`src/rtl/eso_pkg.sv`:
```
// ----------------------------------------------------------------------------
// eso_pkg: shared types and constants
// Word formats, cell link and register codes for the elevator seek scheduler.
// ----------------------------------------------------------------------------
`default_nettype none

package eso_pkg;

	localparam int CYL_W      = 16;
	localparam int SUM_W      = 22;
	localparam int CFG_IDX_W  = 2;
	localparam int CFG_DATA_W = 16;

	// configuration register codes
	typedef enum logic [CFG_IDX_W-1:0] {
		REG_MODE     = 2'd0,
		REG_SWEEP_UP = 2'd1,
		REG_START    = 2'd2,
		REG_DISK     = 2'd3
	} cfg_reg_t;

	// algorithm_mode codes
	localparam logic MODE_SCAN = 1'b0;
	localparam logic MODE_LOOK = 1'b1;

	// one request word
	typedef struct packed {
		logic [CYL_W-1:0] request_cylinder;
		logic             is_last_request;
	} eso_in_t;

	// one visit word
	typedef struct packed {
		logic [CYL_W-1:0] visit_cylinder;
		logic [CYL_W-1:0] step_distance;
		logic [SUM_W-1:0] running_total;
		logic             is_end_stop;
		logic             is_last_visit;
	} eso_out_t;

	// what a sorting cell hands to the next one down the row
	typedef struct packed {
		logic             vld;  // cell holds a request
		logic             gt;   // held value moves down on this insert
		logic [CYL_W-1:0] val;
	} eso_link_t;

endpackage

`default_nettype wire

```
`src/rtl/eso_cell.sv`:
```
// ----------------------------------------------------------------------------
// eso_cell: one slot of the insertion-sort row
// Holds one request; on insert it keeps its value, takes the new value, or
// takes the value of the cell above, so the row stays sorted ascending.
// ----------------------------------------------------------------------------
`default_nettype none

module eso_cell (
	input  wire logic                    clk,
	input  wire logic                    ins,
	input  wire logic                    vld,
	input  wire logic [eso_pkg::CYL_W-1:0] din,
	input  wire logic [eso_pkg::CYL_W-1:0] start,
	input  wire eso_pkg::eso_link_t        link_in,
	output eso_pkg::eso_link_t             link_out,
	output logic [eso_pkg::CYL_W-1:0]      val,
	output logic                           lt
);
	import eso_pkg::*;

	logic [CYL_W-1:0] val_q;
	logic             above;

	// an empty cell counts as larger than anything
	assign above    = !vld || (val_q > din);
	assign link_out = '{vld: vld, gt: vld && (val_q > din), val: val_q};
	assign val      = val_q;
	assign lt       = vld && (val_q < start);

	// shift down, take the new word, or hold
	always_ff @(posedge clk) begin
		if (ins) begin
			if (link_in.gt) begin
				val_q <= link_in.val;
			end else if (link_in.vld && above) begin
				val_q <= din;
			end
		end
	end

endmodule

`default_nettype wire

```
`src/rtl/elevator_seek_order_scheduler.sv`:
```
// ----------------------------------------------------------------------------
// elevator_seek_order_scheduler: SCAN / LOOK service order of a request batch
// Requests sort into a row of cells as they arrive; the last one starts a
// sweep that reads the row outward from the head, one visit a cycle unless stalled.
// ----------------------------------------------------------------------------
//  channel | signals                              | direction
//  --------+--------------------------------------+----------
//  in      | in_valid, in_stall, in_word          | request words in
//  out     | out_valid, out_stall, out_word       | visit words out
//  cfg     | cfg_valid, cfg_ready, cfg_index/data | register writes in
//
//  A request word is taken every cycle while loading (insert into the row).
//  After the last request: flag, then split count, then one visit per
//  cycle unless out is stalled; n requests give n visits, plus one in SCAN.
//  in_stall is high from the last request until the final visit is loaded.
//  Reset clears the request count and the registers; no clearing pass.
// ----------------------------------------------------------------------------
`default_nettype none

module elevator_seek_order_scheduler #(
	parameter int REQ_SLOTS = 32
) (
	input  wire logic                         clk,
	input  wire logic                         arst_n,
	input  wire logic                         in_valid,
	output logic                              in_stall,
	input  wire eso_pkg::eso_in_t             in_word,
	output logic                              out_valid,
	input  wire logic                         out_stall,
	output eso_pkg::eso_out_t                 out_word,
	input  wire logic                         cfg_valid,
	output logic                              cfg_ready,
	input  wire logic [eso_pkg::CFG_IDX_W-1:0]  cfg_index,
	input  wire logic [eso_pkg::CFG_DATA_W-1:0] cfg_data
);
	import eso_pkg::*;

	localparam int CW = $clog2(REQ_SLOTS + 1);
	localparam int IW = (REQ_SLOTS > 1) ? $clog2(REQ_SLOTS) : 1;

	typedef enum logic [1:0] {ST_LOAD, ST_FLAG, ST_SPLIT, ST_EMIT} state_t;

	state_t            state_q;
	logic [CW-1:0]     count_q;
	logic              mode_q, sweep_up_q;
	logic [CYL_W-1:0]  start_q, disk_q;
	logic [REQ_SLOTS-1:0] lt_q;
	logic [CW-1:0]     rem_up_q, rem_dn_q, up_ptr_q, dn_ptr_q;
	logic              end_q, su_q;
	logic [CW:0]       tot_q;
	logic [CYL_W-1:0]  arm_q;
	logic [SUM_W-1:0]  sum_q;
	logic              out_valid_q;
	eso_out_t          out_word_q;

	logic              in_go, ins;
	eso_link_t         link [REQ_SLOTS+1];
	logic [CYL_W-1:0]  cell_val [REQ_SLOTS];
	logic [REQ_SLOTS-1:0] lt_flag;
	logic [CW-1:0]     split;
	logic              sel_up, sel_end;
	logic [IW-1:0]     rd_idx;
	logic [CYL_W-1:0]  visit, seek_len;
	logic [SUM_W-1:0]  sum_nx;
	logic              emit_go, last_visit;

	assign in_stall  = (state_q != ST_LOAD);
	assign in_go     = in_valid && !in_stall;
	assign ins       = in_go && (count_q < CW'(REQ_SLOTS));
	assign cfg_ready = 1'b1;
	assign out_valid = out_valid_q;
	assign out_word  = out_word_q;

	// sorting row; cell i is occupied while i < count
	assign link[0] = '{vld: 1'b1, gt: 1'b0, val: '0};
	for (genvar i = 0; i < REQ_SLOTS; i++) begin : g_cell
		eso_cell u_cell (
			.clk     (clk),
			.ins     (ins),
			.vld     (count_q > CW'(i)),
			.din     (in_word.request_cylinder),
			.start   (start_q),
			.link_in (link[i]),
			.link_out(link[i+1]),
			.val     (cell_val[i]),
			.lt      (lt_flag[i])
		);
	end

	assign split = CW'($countones(lt_q));

	// pick the next visit: sweep side first, then end stop, then far side
	always_comb begin
		sel_up  = 1'b0;
		sel_end = 1'b0;
		if (su_q) begin
			priority if (rem_up_q != '0) sel_up = 1'b1;
			else if (end_q)              sel_end = 1'b1;
			else                         sel_up = 1'b0;
		end else begin
			priority if (rem_dn_q != '0) sel_up = 1'b0;
			else if (end_q)              sel_end = 1'b1;
			else                         sel_up = 1'b1;
		end
	end

	assign rd_idx     = sel_up ? up_ptr_q[IW-1:0] : dn_ptr_q[IW-1:0];
	assign visit      = sel_end ? (su_q ? (disk_q - CYL_W'(1)) : '0) : cell_val[rd_idx];
	assign seek_len   = (visit >= arm_q) ? (visit - arm_q) : (arm_q - visit);
	assign sum_nx     = sum_q + SUM_W'(seek_len);
	assign emit_go    = (state_q == ST_EMIT) && (!out_valid_q || !out_stall);
	assign last_visit = (tot_q == (CW+1)'(1));

	// configuration registers
	always_ff @(posedge clk or negedge arst_n) begin
		if (!arst_n) begin
			mode_q     <= MODE_SCAN;
			sweep_up_q <= 1'b1;
			start_q    <= '0;
			disk_q     <= '1;
		end else if (cfg_valid && cfg_ready) begin
			unique case (cfg_reg_t'(cfg_index))
				REG_MODE:     mode_q     <= cfg_data[0];
				REG_SWEEP_UP: sweep_up_q <= cfg_data[0];
				REG_START:    start_q    <= cfg_data;
				REG_DISK:     disk_q     <= cfg_data;
			endcase
		end
	end

	// sequencer: load, flag, split count, emit
	always_ff @(posedge clk or negedge arst_n) begin
		if (!arst_n) begin
			state_q     <= ST_LOAD;
			count_q     <= '0;
			out_valid_q <= 1'b0;
			rem_up_q    <= '0;
			rem_dn_q    <= '0;
			up_ptr_q    <= '0;
			dn_ptr_q    <= '0;
			end_q       <= 1'b0;
			su_q        <= 1'b1;
			tot_q       <= '0;
			arm_q       <= '0;
			sum_q       <= '0;
		end else begin
			if (!out_valid_q || !out_stall) begin
				out_valid_q <= emit_go;
			end
			unique case (state_q)
				ST_LOAD: begin
					if (ins) count_q <= count_q + CW'(1);
					if (in_go && in_word.is_last_request) state_q <= ST_FLAG;
				end
				ST_FLAG: begin
					state_q <= ST_SPLIT;
				end
				ST_SPLIT: begin
					rem_dn_q <= split;
					rem_up_q <= count_q - split;
					up_ptr_q <= split;
					dn_ptr_q <= split - CW'(1);
					end_q    <= (mode_q == MODE_SCAN);
					su_q     <= sweep_up_q;
					tot_q    <= {1'b0, count_q} + (CW+1)'(mode_q == MODE_SCAN);
					arm_q    <= start_q;
					sum_q    <= '0;
					state_q  <= ST_EMIT;
				end
				ST_EMIT: begin
					if (emit_go) begin
						arm_q <= visit;
						sum_q <= sum_nx;
						tot_q <= tot_q - (CW+1)'(1);
						if (sel_end) begin
							end_q <= 1'b0;
						end else if (sel_up) begin
							up_ptr_q <= up_ptr_q + CW'(1);
							rem_up_q <= rem_up_q - CW'(1);
						end else begin
							dn_ptr_q <= dn_ptr_q - CW'(1);
							rem_dn_q <= rem_dn_q - CW'(1);
						end
						if (last_visit) begin
							count_q <= '0;
							state_q <= ST_LOAD;
						end
					end
				end
			endcase
		end
	end

	// below-head flags, taken once the batch is complete
	always_ff @(posedge clk) begin
		if (state_q == ST_FLAG) lt_q <= lt_flag;
	end

	// visit word register
	always_ff @(posedge clk) begin
		if (emit_go) begin
			out_word_q <= '{visit_cylinder: visit, step_distance: seek_len,
				running_total: sum_nx, is_end_stop: sel_end,
				is_last_visit: last_visit};
		end
	end

endmodule

`default_nettype wire

```
`config.mk`:
```
export PLATFORM = sky130hd
export DESIGN_NAME = elevator_seek_order_scheduler
export DESIGN_NICKNAME = d
export VERILOG_FILES = /design/src/rtl/eso_pkg.sv /design/src/rtl/eso_cell.sv /design/src/rtl/elevator_seek_order_scheduler.sv
export SDC_FILE = /design/constraint.sdc
export NUM_CORES = 2
export LEC_CHECK = 0
export ABC_AREA = 1
export BUFFER_PORTS_ARGS = -buffer_cell sky130_fd_sc_hd__buf_2
export CELL_PAD_IN_SITES_DETAIL_PLACEMENT = 1
export CELL_PAD_IN_SITES_GLOBAL_PLACEMENT = 2
export CORE_ASPECT_RATIO = 0.7
export CORE_MARGIN = 8
export CORE_UTILIZATION = 44
export CTS_BUF_LIST = sky130_fd_sc_hd__clkbuf_2
export CTS_CLUSTER_SIZE = 8
export DETAILED_ROUTE_END_ITERATION = 8
export MAX_ROUTING_LAYER = met4
export PLACE_DENSITY_LB_ADDON = 0.1
export SYNTH_ARGS = -nofsm -noshare
export SYNTH_HDL_FRONTEND = slang
export SYNTH_SLANG_ARGS = --single-unit
```
`constraint.sdc`:
```
create_clock -name clk -period 11.45 [get_ports clk]
set_clock_uncertainty 0.15 [all_clocks]
set_input_delay 2.29 -clock clk [delete_from_list [all_inputs] [get_ports clk]]
set_output_delay 2.29 -clock clk [all_outputs]
set_load 0.01 [all_outputs]
```
==> results.py <==
metrics = {
    "logic_synthesis": {
        "postSynth.asyncResetShare_pct": 15.7,
        "share_of_the_synthesized_area_in_compound_gates_ao_oa_aoi_oai_pct": 14.1,
        "synthDistinctLibCells": 60,
        "synth_sequential_area_ratio_pct": 34.7,
        "postSynthRegisterBits": 712,
        "syn-instance-count": 7377,
        "synth_top_cells_by_area": "sky130_fd_sc_hd__edfxtp_1, sky130_fd_sc_hd__ha_1, sky130_fd_sc_hd__nand2_1",
        "syn_area_mm2": 0.0601,
        "synth_edf_count": 600,
        "synthFlopType": "sky130_fd_sc_hd__edfxtp_1",
        "yosys_warnings": 0,
        "synthXorXnorAreaFrac_pct": 0.684,
        "post_synth.cell_area_avg_um2": 8.15,
        "post_synth_and_or_nand_nor_area_fraction_pct": 20.8,
        "main_combinational_cell_family_by_area_after_synthesis": "adder cells",
        "synth.largest_area_cell": "sky130_fd_sc_hd__edfxtp_1",
        "synthMuxAreaShare_pct": 0.0520,
        "post_synth_fa_ha_maj_area_fraction_pct": 22.9,
        "synth_top_area_share_pct": 30.0,
        "synth_nets": 8500,
    },
    "worst_setup_path": {
        "critPathKind": "flip-flop to flip-flop",
        "cpMostUsedCell": "sky130_fd_sc_hd__nand2_1",
        "critical_path.max_fanout": 66,
        "critical_path.max_stage_delay_ns": 0.85,
        "cell_type_of_the_slowest_stage_on_the_worst_timing_path": "sky130_fd_sc_hd__inv_4",
        "cp.buffers_inverters": 5,
        "end_kind": "flip-flop",
        "crit_path_start_kind": "flip-flop",
        "critical-path-top-delay-family": "simple AND/OR/NAND/NOR gates",
        "worstPathArrival_ns": 11.06,
        "cp_data_required_time_ns": 12.85,
    },
    "grt": {
        "grt_antenna_before_repair": 19,
        "grt_first_pass_wirelength_um": 393000,
        "global_route.usage.total_pct": 36.0,
        "grt_util_met1_pct": 51.6,
        "pin_count_of_the_biggest_net_entering_global_routing": 110,
        "number_of_global_route_vias_before_repair": 57900,
        "grt_use_met2_pct": 49.9,
        "globalRoute.busiestLayer": "met1",
        "grt_util_met3_pct": 8.31,
        "gr-total-overflow": 0,
    },
    "sta": {
        "share_of_the_cycle_needed_by_the_critical_path_after_routing_pct": 84.4,
        "fin_crit_ns": 9.66,
        "final-hold-violation-count": 0,
        "final_max_slew_viols": 0,
        "worstMarginPinSlew_ns": 1.30,
        "unrepaired_setup_endpoints_after_global_routing": "false",
        "setup_total_neg_slack_ns": 0,
        "setup_viol": 0,
        "remaining_max_slew_budget_at_the_tightest_pin_pct": 11.3,
        "achievable_freq_ghz": 0.103,
    },
    "clocking": {
        "post_cts_resized": 0,
        "worst_skew_pair_latency_ns": 1.84,
        "clock_sinks": 712,
        "cts_tree": "built",
        "cts_root_buffer": "sky130_fd_sc_hd__clkbuf_2",
        "clk_pin_slew_ns": 0.11,
        "cts.path.max_buffers": 3,
        "cts_max_level": 4,
        "postCtsHoldBufs": 0,
        "cts_made_buffers": 196,
        "post-cts-setup-buffers": 0,
    },
    "detailed_routing": {
        "wl_um": 269000,
        "drcViolationCount": 0,
        "detailroute.via_count": 58400,
        "initial_drc_count": 6889,
        "avgViaCountPerCell": 6.17,
        "avgRoutedWirePerCell_um": 28.4,
        "antenna_violating_nets_post_route": 0,
        "firstDrtPassIters": 5,
    },
    "floorplanning": {
        "start_util_pct": 44.3,
        "dieWidth_um": 458,
        "design.die.area_mm2": 0.149,
        "row_count": 113,
        "die_height_um": 325,
        "placeable_core_region_mm2": 0.136,
        "top_level_ports": 99,
    },
    "layout": {
        "finalNetCount": 8618,
        "drive_gt1_share_pct": 8.08,
        "multiInputGateArea_mm2": 0.0352,
        "total_of_fill_cells_in_the_finished_design": 16700,
        "stdcell_area_mm2": 0.0646,
        "area_delta_synth_final_pct": 7.37,
        "layout.area.seq_mm2": 0.0208,
    },
    "placement": {
        "finalWeightedCongestion": 0.982,
        "io_buffers": 97,
        "detailed_place_hpwl_um": 197000,
        "postPlaceCellArea_mm2": 0.0625,
    },
    "outcome": {
        "outcome": "finished, final reports clean",
    },
    "flow_run": {
        "max_cap_violations": 0,
    },
    "min_path": {
        "holdCritPathClass": "flip-flop to flip-flop",
    },
}
==> cells by family (layout without fill, tap and decap cells) <==
family,Yosys count,count (layout)
flops,712,712
mux,3,3
fa+ha+maj,1083,1083
xor+xnor,47,47
simple gates,2956,2956
other cells,1,21
buf+inv,1030,1313
compound gates,1545,1545
==> cell usage in the layout (no fill, tap or decap), drive strengths merged, types with 5 or more instances in the layout <==
cell and count:
nand2 1734, ha 1055, o21ai 789, inv 737, nand3 734, edfxtp 600
a21oi 499, nor2 294, clkbuf 275, buf 212, nand4 94, dfrtp 94
nor3 79, clkinv 74, o211ai 60, a21boi 30, xor2 29, fa 28
a211oi 27, o2111ai 23, a21o 21, diode 20, a31oi 20, xnor2 18
dfstp 18, o31ai 11, a2111oi 11, bufinv 11, o21a 10, or2 9
a41oi 7, a22o 7, o221ai 5, o22ai 5, o221a 5
==> Yosys cell counts (all sizes together) (3+ instances only) <==
master and n:
a22o 7, nor4 3, dfstp 18, buf 108
nand4 94, o21a 10, nor2 294, a2111oi 11
a21boi 30, nor3 79, fa 28, and2 4
edfxtp 600, o211ai 60, o21ai 789, a31oi 20
inv 738, o21bai 3, a21oi 499, ha 1055
o22ai 5, o221ai 5, nand3 734, nand2 1734
a211oi 27, a21o 21, a32o 4, dfrtp 94
or2 9, o31ai 11, xnor2 18, o2111ai 23
o221a 5, xor2 29, clkbuf 184, a41oi 7
==> stage by stage <==
step | std cells | hold WS [ns] | setup slack (ns) | utilization, %
5_1_grt | 9458 | 0.375 | 1.25 | 47.6
6_report | 9462 | 0.342 | 1.79 | 47.6
2_1_floorplan | 7377 | 0.299 | 5.40 | -
3_5_place_dp | 9079 | 0.321 | 2.13 | 46.0
4_1_cts | 9442 | 0.296 | 2.15 | 47.5
3_3_place_gp | 9079 | 0.316 | 2.28 | 46.0
==> path summary, 6_finish.rpt <==
| check | from | end | cells after the start | slack (ns) |
|---|---|---|---|---|
| worst min-delay path | arm_q[15] | arm_q[15] | 2 | 0.34 |
| worst max-delay path | rem_up_q[0] | out_word[22] | 38 | 1.79 |
| max in group asynchronous | arst_n | start_q[0] | 2 | 9.23 |
| min in group asynchronous | arst_n | dn_ptr_q[2] | 1 | 0.47 |
| worst max register to register | rem_up_q[0] | out_word[22] | 38 | 1.79 |
| worst min register to register | arm_q[15] | arm_q[15] | 2 | 0.34 |
==> cell type report <==
| class | count | share of cell area (%) |
|---|---|---|
| flip-flops and latches | 712 | 32.3 |
| multi-input cells | 5635 | 54.6 |
| clock inverters | 88 | 1.01 |
| clock buffers | 275 | 2.13 |
| diodes | 20 | 0.0775 |
| inverters | 738 | 4.30 |
| well taps | 1782 | 3.45 |
| repair buffers | 212 | 2.19 |
==> worst min-delay path, stage by stage (launching register included) <==
cell	delay (ns)
sky130_fd_sc_hd__dfrtp_1	0.36
sky130_fd_sc_hd__nand2_1	0.05
sky130_fd_sc_hd__nand2_1	0.05
==> layer usage <==
layer | wire, um | up-vias
met3 | 28100 | 469
met5 | 0 | -
met4 | 9020 | 0
met2 | 110000 | 2738
met1 | 122000 | 29000
li1 | - | 26200
==> state kept, by name, summed over array words and instances, names as in the netlist <==
register	cells
arm_q	16
count_q	6
disk_q	16
dn_ptr_q	5
end_q	1
g_cell.u_cell.val	512
lt_q	32
mode_q	1
out_valid	1
out_word	56
rem_dn_q	6
rem_up_q	6
start_q	16
state_q	2
su_q	1
sum_q	22
sweep_up_q	1
tot_q	7
up_ptr_q	5
Power is not shown: default switching activity piles up to over one toggle a cycle in this logic, so the estimate is an artifact.
